<file path="src/hdl/rhht_pkg.sv">
// Shared types and constants for the Robin Hood hash table.
// Used by the controller, the datapath and the top level.
`timescale 1ns / 1ps
package rhht_pkg;
    localparam int DEF_CAPACITY    = 256;
    localparam int DEF_KEY_BYTES   = 8;
    localparam int DEF_VALUE_BYTES = 8;

    localparam logic [63:0] FNV_BASIS = 64'hCBF2_9CE4_8422_2325;
    localparam logic [63:0] FNV_PRIME = 64'h0000_0100_0000_01B3;
    localparam int          LOAD_NUM  = 3;

    localparam logic [1:0] CMD_INSERT = 2'd0;
    localparam logic [1:0] CMD_LOOKUP = 2'd1;
    localparam logic [1:0] CMD_REMOVE = 2'd2;

    localparam logic [1:0] ST_OK   = 2'd0;
    localparam logic [1:0] ST_MISS = 2'd1;
    localparam logic [1:0] ST_FULL = 2'd2;

    // controller to datapath
    typedef struct packed {
        logic load;      // capture item, start hash
        logic hash_step; // one byte of FNV
        logic rd;        // issue read of slot at r_pos
        logic ins_eval;  // evaluate insert step on read data
        logic find_eval; // evaluate find step on read data
        logic del_eval;  // evaluate backward shift step on read data
        logic del_start; // start shift at found slot
        logic wr_clear;  // write unused at hole
        logic cnt_inc;
        logic cnt_dec;
    } t_ctl;

    // datapath to controller
    typedef struct packed {
        logic       hash_last;
        logic       full;
        logic       ins_done;  // free slot written
        logic       find_hit;
        logic       find_miss;
        logic       del_stop;  // next slot ends the shift
        logic       probe_end; // probe bound reached
        logic [1:0] cmd;
    } t_sts;
endpackage

</file>
<file path="src/hdl/rhht_ctrl.sv">
// Controller state machine for the hash table: sequences hash, probe and
// shift steps. Depends on rhht_pkg.
`timescale 1ns / 1ps
module rhht_ctrl (
    input  logic           i_clk,
    input  logic           i_rst_n,
    input  logic           i_in_fire,
    input  logic           i_out_busy,
    output logic           o_ready,
    output logic           o_done,
    input  rhht_pkg::t_sts i_sts,
    output rhht_pkg::t_ctl o_ctl
);
    localparam logic [2:0] S_IDLE = 3'd0;
    localparam logic [2:0] S_HASH = 3'd1;
    localparam logic [2:0] S_RD   = 3'd2;
    localparam logic [2:0] S_EVAL = 3'd3;
    localparam logic [2:0] S_DEL  = 3'd4;
    localparam logic [2:0] S_DRD  = 3'd5;
    localparam logic [2:0] S_DEV  = 3'd6;
    localparam logic [2:0] S_RESP = 3'd7;

    logic [2:0] r_state, n_state;

    always_ff @(posedge i_clk) begin
        if (!i_rst_n) begin
            r_state <= S_IDLE;
        end else begin
            r_state <= n_state;
        end
    end

    assign o_ready = (r_state == S_IDLE);

    always_comb begin
        n_state = r_state;
        o_ctl   = '0;
        o_done  = 1'b0;
        case (r_state)
            S_IDLE: begin
                if (i_in_fire) begin
                    o_ctl.load = 1'b1;
                    n_state    = S_HASH;
                end
            end
            S_HASH: begin
                o_ctl.hash_step = 1'b1;
                if (i_sts.hash_last) begin
                    if (i_sts.cmd == rhht_pkg::CMD_INSERT && i_sts.full) begin
                        n_state = S_RESP;
                    end else if (i_sts.cmd inside {rhht_pkg::CMD_INSERT,
                                                   rhht_pkg::CMD_LOOKUP,
                                                   rhht_pkg::CMD_REMOVE}) begin
                        n_state = S_RD;
                    end else begin
                        n_state = S_RESP;
                    end
                end
            end
            S_RD: begin
                o_ctl.rd = 1'b1;
                n_state  = S_EVAL;
            end
            S_EVAL: begin
                if (i_sts.cmd == rhht_pkg::CMD_INSERT) begin
                    o_ctl.ins_eval = 1'b1;
                    if (i_sts.ins_done) begin
                        o_ctl.cnt_inc = 1'b1;
                        n_state       = S_RESP;
                    end else if (i_sts.probe_end) begin
                        n_state = S_RESP;
                    end else begin
                        n_state = S_RD;
                    end
                end else begin
                    o_ctl.find_eval = 1'b1;
                    if (i_sts.find_hit) begin
                        if (i_sts.cmd == rhht_pkg::CMD_REMOVE) begin
                            o_ctl.del_start = 1'b1;
                            o_ctl.cnt_dec   = 1'b1;
                            n_state         = S_DRD;
                        end else begin
                            n_state = S_RESP;
                        end
                    end else if (i_sts.find_miss || i_sts.probe_end) begin
                        n_state = S_RESP;
                    end else begin
                        n_state = S_RD;
                    end
                end
            end
            S_DRD: begin
                o_ctl.rd = 1'b1;
                n_state  = S_DEV;
            end
            S_DEV: begin
                o_ctl.del_eval = 1'b1;
                if (i_sts.del_stop || i_sts.probe_end) begin
                    n_state = S_DEL;
                end else begin
                    n_state = S_DRD;
                end
            end
            S_DEL: begin
                o_ctl.wr_clear = 1'b1;
                n_state        = S_RESP;
            end
            S_RESP: begin
                if (!i_out_busy) begin
                    o_done  = 1'b1;
                    n_state = S_IDLE;
                end
            end
            default: n_state = S_IDLE;
        endcase
    end
endmodule

</file>
<file path="config.mk">
export PLATFORM = sky130hd
export DESIGN_NAME = rhht_ctrl
export DESIGN_NICKNAME = d
export VERILOG_FILES = /design/src/hdl/rhht_pkg.sv /design/src/hdl/rhht_ctrl.sv
export SDC_FILE = /design/constraint.sdc
export NUM_CORES = 1
export LEC_CHECK = 0
export BUFFER_PORTS_ARGS = -buffer_cell sky130_fd_sc_hd__buf_2
export CAP_MARGIN = 15
export CORE_AREA = 2 2 39 41
export CTS_CLUSTER_DIAMETER = 30
export CTS_CLUSTER_SIZE = 24
export DETAILED_ROUTE_END_ITERATION = 6
export DIE_AREA = 0 0 41 43
export REMOVE_ABC_BUFFERS = 1
export SETUP_SLACK_MARGIN = 0.02
export SYNTH_ARGS = -nofsm -noshare
export SYNTH_HDL_FRONTEND = slang
export SYNTH_SLANG_ARGS = --single-unit
</file>
<file path="constraint.sdc">
create_clock -name i_clk -period 1.5 [get_ports i_clk]
set_input_delay 0.15 -clock i_clk [delete_from_list [all_inputs] [get_ports i_clk]]
set_output_delay 0.15 -clock i_clk [all_outputs]
set_load 0.01 [all_outputs]
</file>
=== Yosys cells after proc, flatten, opt, wreduce, memory -nomap -nowiden ===
Cells that the tools add are included.
Widths: inputs -> output; s select.

* Reductions and logical operators: 8
* Muxes and demuxes: 31
* Eq/ne operators: 12

{| class="wikitable"
|+ Operators with widths
! kind !! count
|-
| $mux 3 || 10
|-
| $pmux 3 s8 || 1
|-
| $mux 1 || 17
|-
| $eq 3x3->1 const B || 4
|-
| $eq 3x2->1 const B || 2
|-
| $mux 2 || 3
|-
| $ne 2x2->1 const B || 3
|-
| $eq 3x1->1 const B || 1
|-
| $logic_not 3->1 || 1
|-
| $reduce_and 3->1 || 1
|-
| $reduce_bool 3->1 || 1
|-
| $eq 2x1->1 const B || 1
|-
| $eq 2x2->1 const B || 1
|-
| $logic_not 2->1 || 1
|-
| $logic_or 1x1->1 || 2
|-
| $reduce_or 2->1 || 1
|-
| $logic_and 1x1->1 || 1
|}

* Word-level logic and storage cells: 52
* Input port bits: 13
* Register bits after elaboration: 3
* Output and inout port bits: 12

=== Logic depth before layout (Yosys ltp) ===
Gate-level depths: netlist (run 1).

* Depth after elaboration: 6
* Gate-level depth with buffers: 5
* Mapped depth without buffers: 4

=== Least setup slack after synthesis (run 1) ===
No wires, ideal clock.

* Path kind: flip-flop to output port
* Start: register r_state[0]
* End: output port o_ctl[1] in the netlist's numbering
* Data required time: 1.350 ns
* Path slack: 0.097 ns
* Arrival time: 1.253 ns
* Stages on the path, launching flop included: 5
* Path buffers: 1
* Cells stage by stage: dfxtp_1 > clkbuf_1 > nand3_1 > nor3_1 > and2_1

{| class="wikitable"
|+ RTL lines
! element !! line !! RTL
|-
| from (decl) || rhht_ctrl.sv:23 || <nowiki>logic [2:0] r_state, n_state;</nowiki>
|-
| from (signal assigned) || rhht_ctrl.sv:29 || <nowiki>r_state <= n_state;</nowiki>
|-
| to (decl) || rhht_ctrl.sv:12 || <nowiki>output rhht_pkg::t_ctl o_ctl</nowiki>
|}

==> results by group, run 1 <==
Setup path
  – R2r setup slk: 0.12 ns
  – CP endpoint kind: output port
  – Crit-path slowest cell: dfxtp_1
  – CP peak stage delay: 0.36 ns
  – Top delay family on crit path: simple AND/OR/NAND/NOR gates
  – Crit path cell chain: buf_4 > nand3_1 > nor3_2 > and2_1 > buf_2
  – CP Launch Type: flip-flop
  – Reg2reg start: r_state[1]
  – R2R Path End: r_state[2]
  – Required time of the worst setup path: 1.35 ns
  – CP bufs+invs: 2
  – CP arrival: 1.27 ns
  – Critical-path maximum fanout: 6
  – Worst r2r path cells: 4
  – Crit path kind: reg -> out

Timing
  – Hold Fails Final Rpt: 0
  – Final setup viols: 0
  – FMAX: 703.3 MHz
  – Slew @ Worst Pin: 0.5075 ns
  – Clock Skew: 0.002724 ns
  – Slew headroom: 65.86%
  – Final min period: 1.422 ns
  – Hold WS: 0.1826 ns
  – RSZ-0062 raised after global routing: yes
  – Slew Viols, Final: 0
  – Final worst-path cycle share: 94.79%

GRT
  – First-pass GRT wire length: 1345 microns
  – Initial antenna violation count: 0
  – GRT Util Overall: 11.74%
  – Vias in the first global route: 352
  – Congestion Overflow GR: 0
  – Largest net degree at the start of global routing: 9

Clock network
  – CTS sink cnt: 3
  – Clock buffer depth: 2
  – TritonCTS buffer count: 3
  – Hold buffer count at cts: 0
  – Clock H-tree levels: 1
  – CTS clock-pin slew for the worst setup and hold paths: 0.03 ns
  – CTS Root Cell: clkbuf_4
  – Worst skew pair latency: 0.23 ns
  – CTS tree: built

Cells and area
  – Top reg by flops: r_state
  – Antenna diode count: 0
  – Post-layout util: 38.43%
  – Share of layout cells above drive strength 1: 47.50%
  – Max reg flops: 3
  – Nets: 94
  – Area grow syn2layout: 59.18%
  – Largest registers: r_state x3

Drt
  – Drt drc: 0
  – Vias per inst: 4.719
  – Remaining antenna violation count: 0
  – Drt total wl: 993 microns
  – First-pass DRT Iterations: 4
  – Starting DRT DRC Count: 6
  – Drt wl/cell: 10.34 microns
  – Vias: 453

Power and ir drop
  – Clock power share: 29.1%
  – Switch share: 36.14%
  – Internal cell power: 0.3087 mW
  – LEAKAGE: 0.2622 nW
  – Sequential share of power: 22.9%
  – Comb power frac: 48.1%
  – P_sw: 0.1747 mW
  – Worst vdd ir: 0.3598 mV
  – Power Dens Cells: 909.2 nW/um^2

Outcome
  – Status: completed

Logic synthesis
  – Largest area contributor in the netlist: dfxtp_1
  – Post-synth EDFFs: 0
  – Post-synthesis xor/xnor area fraction: 0%
  – Synthesized flop and latch total: 3
  – Synth Area in Compound Gates: 26.22%
  – Most numerous cell in the Yosys netlist: nand2_1
  – Netlist cell types: 25
  – Largest family of logic cells by synthesized area: simple AND/OR/NAND/NOR gates
  – Top post-synthesis cells by count: nand2_1 (8), nor2_1 (6), nor3_1 (5)
  – Post-synthesis async set-or-reset flop share: 0%
  – Sequential share of the synthesized area: 17.98%
  – Synth warn: 0
  – Adder-cell area share of the yosys netlist: 0%
  – Syn avg cell area: 6.681 sq um
  – Commonest register cell after synthesis: dfxtp_1
  – Synth Area in Simple Gates: 48.69%
  – Yosys top cell area share: 17.98%
  – Synthesized instance count: 50
  – Mux cell area share after synthesis: 0%
  – Synth top area cells: dfxtp_1 (18%), nand2_1 (9.0%), nor3_1 (7.5%), nor2_1 (6.7%), a21boi_0 (4.5%)
  – Cell area after synthesis: 334.1 sq um

Placed design
  – Post-DP HPWL: 794.5 microns
  – Final estimated routing congestion in global placement: 0.8493
  – Input/output buffers: 24

Floorplan
  – Die height: 43 microns
  – Total die area: 1763 sq um
  – Initial cell density of the core: 24.14%
  – Core box area: 1384 sq um
  – FP Rows: 14
  – Die Width: 41 microns
  – Io pins: 25

Hold path
  – Hold crit path type: in -> reg
  – Hold Path Depth: 3
  – Hold path endpoint: r_state[2]
  – Min-delay src: i_rst_n

Run
  – Max-cap violations: 0
==> worst min-delay path, stage by stage <==
cell	delay [ns]
buf_2	0.12
inv_1	0.06
a221oi_2	0.03
==> layout make-up <==
cell class / count / area [sq um]
clock buffer: 4 / 26.28
fill: 153 / 852.1
inverter: 2 / 7.507
multi-input combinational: 42 / 260.3
sequential: 3 / 60.06
tap: 16 / 20.02
timing repair buffer: 29 / 157.7
==> per-stage QoR <==
| step | cell area (sq um) | total power, mW | setup WS (ns) | std cells | setup TNS [ns] |
|---|---|---|---|---|---|
| after floorplan | 317.8 | 0.2330 | 0.05440 | 47 | 0 |
| after global placement | 480.5 | 0.3265 | 0.1355 | 90 | 0 |
| after detailed placement | 480.5 | 0.3264 | 0.1289 | 90 | 0 |
| after CTS | 506.7 | 0.4772 | 0.02662 | 94 | 0 |
| after global routing | 531.8 | 0.5309 | -0.07189 | 96 | -0.2092 |
| final | 531.8 | 0.4835 | 0.07812 | 96 | 0 |
==> metal layers <==
| metal | GRT usage [%] | up-vias | share of wire, % |
|---|---|---|---|
| met5 | 0 | - | 0 |
| met3 | 3.665 | 0 | 12 |
| met4 | 8.000 | 0 | 0 |
| met2 | 18.44 | 21 | 46 |
| met1 | 12.50 | 192 | 42 |
| li1 | - | 240 | - |
==> repair_timing <==
| item | CTS | global route |
|---|---|---|
| endpoints found under the hold margin | 0 | 0 |
| endpoints found under the setup margin | 1 | 5 |
| cloned | 0 | 0 |
| gates resized for setup | 1 | 2 |
| setup buffers | 0 | 2 |
==> how the worst max path moves through the flow <==
stage / start / endpoint / slack, ns / depth (start not counted)
2_1_floorplan: r_state[1] / r_state[2] / 0.05 / 4
3_3_place_gp: i_sts[0] / r_state[2] / 0.14 / 5
3_5_place_dp: i_sts[0] / r_state[2] / 0.13 / 5
4_1_cts: r_state[2] / o_ctl[1] / 0.03 / 5
5_1_grt: r_state[0] / o_ctl[1] / -0.07 / 5
6_report: r_state[0] / o_ctl[1] / 0.08 / 5
==> power by group through the flow <==
| stage | Clock, mW | Combinational [mW] | Sequential [mW] |
|---|---|---|---|
| detailed placement | 0 | 0.216 | 0.110 |
| CTS | 0.149 | 0.218 | 0.109 |
| finish | 0.140 | 0.232 | 0.111 |
| global placement | 0 | 0.217 | 0.110 |
| global route | 0.162 | 0.256 | 0.113 |
| floorplan | 0 | 0.114 | 0.119 |
==> cell families after synthesis <==
family	after synthesis
AOI/OAI and AO/OA	11
buffers and inverters	5
DFF	3
and+or+nand+nor	31
==> cell usage in the layout, fill, tap and decap left out, drive strengths merged <==
master  Yosys  final
a21boi      2      2
nor2        6      6
o21a        2      2
nor3b       2      2
buf         2     29
o31a        1      1
nor3        5      5
nand3       1      1
and2        2      2
nand2       8      8
o21ai       2      2
nand2b      2      2
dfxtp       3      3
or3         2      2
inv         2      2
o311a       1      1
o221ai      1      1
nor4        2      2
a21oi       1      1
clkbuf      1      4
or3b        1      1
a221oi      1      1
No activity file was read; power rests on OpenSTA's default activity.
==> run 2: changes to the inputs <==
clock period = 1.4 ns   (was 1.5 ns; I/O delays follow)
==> run 2 against run 1 <==
Against the previous run:
- sequential power is 12% higher
- combinational power up 37%
- critical endpoint unchanged
- total power up 23%
- first-iteration DRC count shrank 67%
- wire length is 12% higher
==> results by group, run 2 (same netlist as run 1, synthesis figures left out) <==
Timing
  – Fin Setup TNS: 0 ns
  – Hold Fails Final Rpt: 0
  – RSZ-0062 raised after global routing: yes
  – Final min period: 1.350 ns
  – Clock Skew: 0.004611 ns
  – Slew Viols, Final: 0
  – FMAX: 740.9 MHz
  – Final setup viols: 0
  – Final worst-path cycle share: 96.41%
  – Slew headroom: 71.63%
  – Final Worst Setup Slack: 0.05024 ns
  – Slew @ Worst Pin: 0.4216 ns

Power and ir drop
  – Worst vdd ir: 0.6405 mV
  – LEAKAGE: 0.3054 nW
  – Power Dens Cells: 946.6 nW/um^2
  – Overall Power: 0.5933 mW

Clock network
  – Worst skew pair latency: 0.23 ns
  – CTS Root Cell: clkbuf_4
  – TritonCTS buffer count: 3
  – Clock H-tree levels: 1
  – CTS clock-pin slew for the worst setup and hold paths: 0.04 ns
  – CTS sink cnt: 3
  – Clock buffer depth: 2
  – CTS tree: built

Setup path
  – R2r setup slk: 0.09 ns
  – Reg2reg start: r_state[0]
  – Worst r2r path cells: 4
  – CP bufs+invs: 2
  – Required time of the worst setup path: 1.26 ns
  – Worst path depth: 5
  – R2R Path End: r_state[2]
  – CP endpoint kind: output port
  – Worst setup startpoint: r_state[1]
  – Crit-path slowest cell: dfxtp_2
  – End of the critical path: o_ctl[1]
  – Top delay family on crit path: simple AND/OR/NAND/NOR gates
  – CP Launch Type: flip-flop
  – CP arrival: 1.21 ns
  – CP peak stage delay: 0.33 ns
  – Crit path cell chain: buf_6 > nand3_4 > nor3_4 > and2_4 > buf_6
  – Crit-path most repeated cell: buf_6
  – Crit path kind: reg -> out
  – Critical-path maximum fanout: 6

Placed design
  – Final estimated routing congestion in global placement: 0.8003
  – Post-DP HPWL: 829.5 microns
  – Worst slack, placed: 0.06705 ns
  – Placed cell areas: 495.5 sq um
  – Input/output buffers: 24

GRT
  – Congestion Overflow GR: 0
  – Vias in the first global route: 421
  – Initial antenna violation count: 0
  – Largest net degree at the start of global routing: 10
  – GRT Util Overall: 13.13%
  – First-pass GRT wire length: 1524 microns

Floorplan
  – FP Rows: 14
  – Die Width: 41 microns
  – Core box area: 1384 sq um
  – Io pins: 25
  – Total die area: 1763 sq um
  – Die height: 43 microns
  – Initial cell density of the core: 24.14%

Outcome
  – Status: completed

Run
  – Max-cap violations: 0

Drt
  – Vias: 499
  – Drt wl/cell: 10.88 microns
  – Drt total wl: 1110 microns
  – Drt drc: 0
  – First-pass DRT Iterations: 2
  – Remaining antenna violation count: 0
  – Starting DRT DRC Count: 2
  – Vias per inst: 4.892

Cells and area
  – Largest registers: r_state x3
  – # fillers: 150
  – FF/Latch Area: 63.81 sq um
  – Max reg flops: 3
  – Footprint of the multi-input gates: 290.3 sq um
  – Antenna diode count: 0
  – Most common library cell in the layout ignoring fill and taps: buf_2
  – Area grow syn2layout: 87.64%
  – Post-route cell area: 626.9 sq um
  – Most frequent cells in the layout: buf_2 (23), buf_4 (9), nand2_1 (8), nor2_1 (6)
  – Share of layout cells above drive strength 1: 59.30%
  – Top reg by flops: r_state
  – Nets: 100

Hold path
  – Hold crit path type: in -> reg
  – Hold Path Depth: 3
==> run 2: changes by cell type in the layout (fill, tap and decap cells not counted), sizes merged <==
cell	previous run	this run
buf	29	35
==> run 2: repair_timing <==
item,CTS,global route
hold buffers,0,0
pin swaps,0,3
cloned,0,0
resized for setup,5,13
setup endpoints to repair,6,10
buffers inserted,2,4
==> run 2: worst register-to-register path, stage by stage (launching register included) <==
cell and delay, ns:
dfxtp_2 0.34, nand2_1 0.09, or3_4 0.38, o21a_1 0.18, a221oi_2 0.23
==> run 2: layout make-up <==
| cell class | count | share of cell area [%] |
|---|---|---|
| Sequential cell | 3 | 10.18 |
| Multi-Input combinational cell | 42 | 46.31 |
| Tap cell | 16 | 3.194 |
| Timing Repair Buffer | 35 | 34.53 |
| Inverter | 2 | 1.597 |
| Clock buffer | 4 | 4.192 |
==> run 2: worst min-delay path by stage <==
stage               startpoint    endpoint  slack, ns
global placement       i_rst_n  r_state[2]       0.40
finish                 i_rst_n  r_state[2]       0.16
global route           i_rst_n  r_state[1]       0.16
CTS                    i_rst_n  r_state[2]       0.16
floorplan              i_rst_n  r_state[2]       0.27
detailed placement     i_rst_n  r_state[2]       0.40
==> run 2: per-layer routing <==
layer	global-route usage (%)	wire length, microns	up-vias	share of wire [%]
li1	-	-	251	-
met5	0	0	-	0
met4	4.000	0	0	0
met3	7.853	117	0	11
met2	22.19	572	24	52
met1	12.46	420	224	38
==> run 2: stage by stage <==
step           util, %  hold slack [ns]  instances
2_1_floorplan        -           0.2656         47
3_3_place_gp     35.80           0.4028         92
3_5_place_dp     35.80           0.4033         92
4_1_cts          39.87           0.1581         98
5_1_grt          45.30           0.1556        102
6_report         45.30           0.1553        102
==> run 2: report_power, final <==
part | total [mW] | leakage, nW | internal (mW) | switching (mW)
Clock | 0.153 | 0.0150 | 0.107 | 0.0458
Combinational | 0.317 | 0.265 | 0.170 | 0.147
Sequential | 0.124 | 0.0258 | 0.104 | 0.0194
Total | 0.593 | 0.305 | 0.381 | 0.212
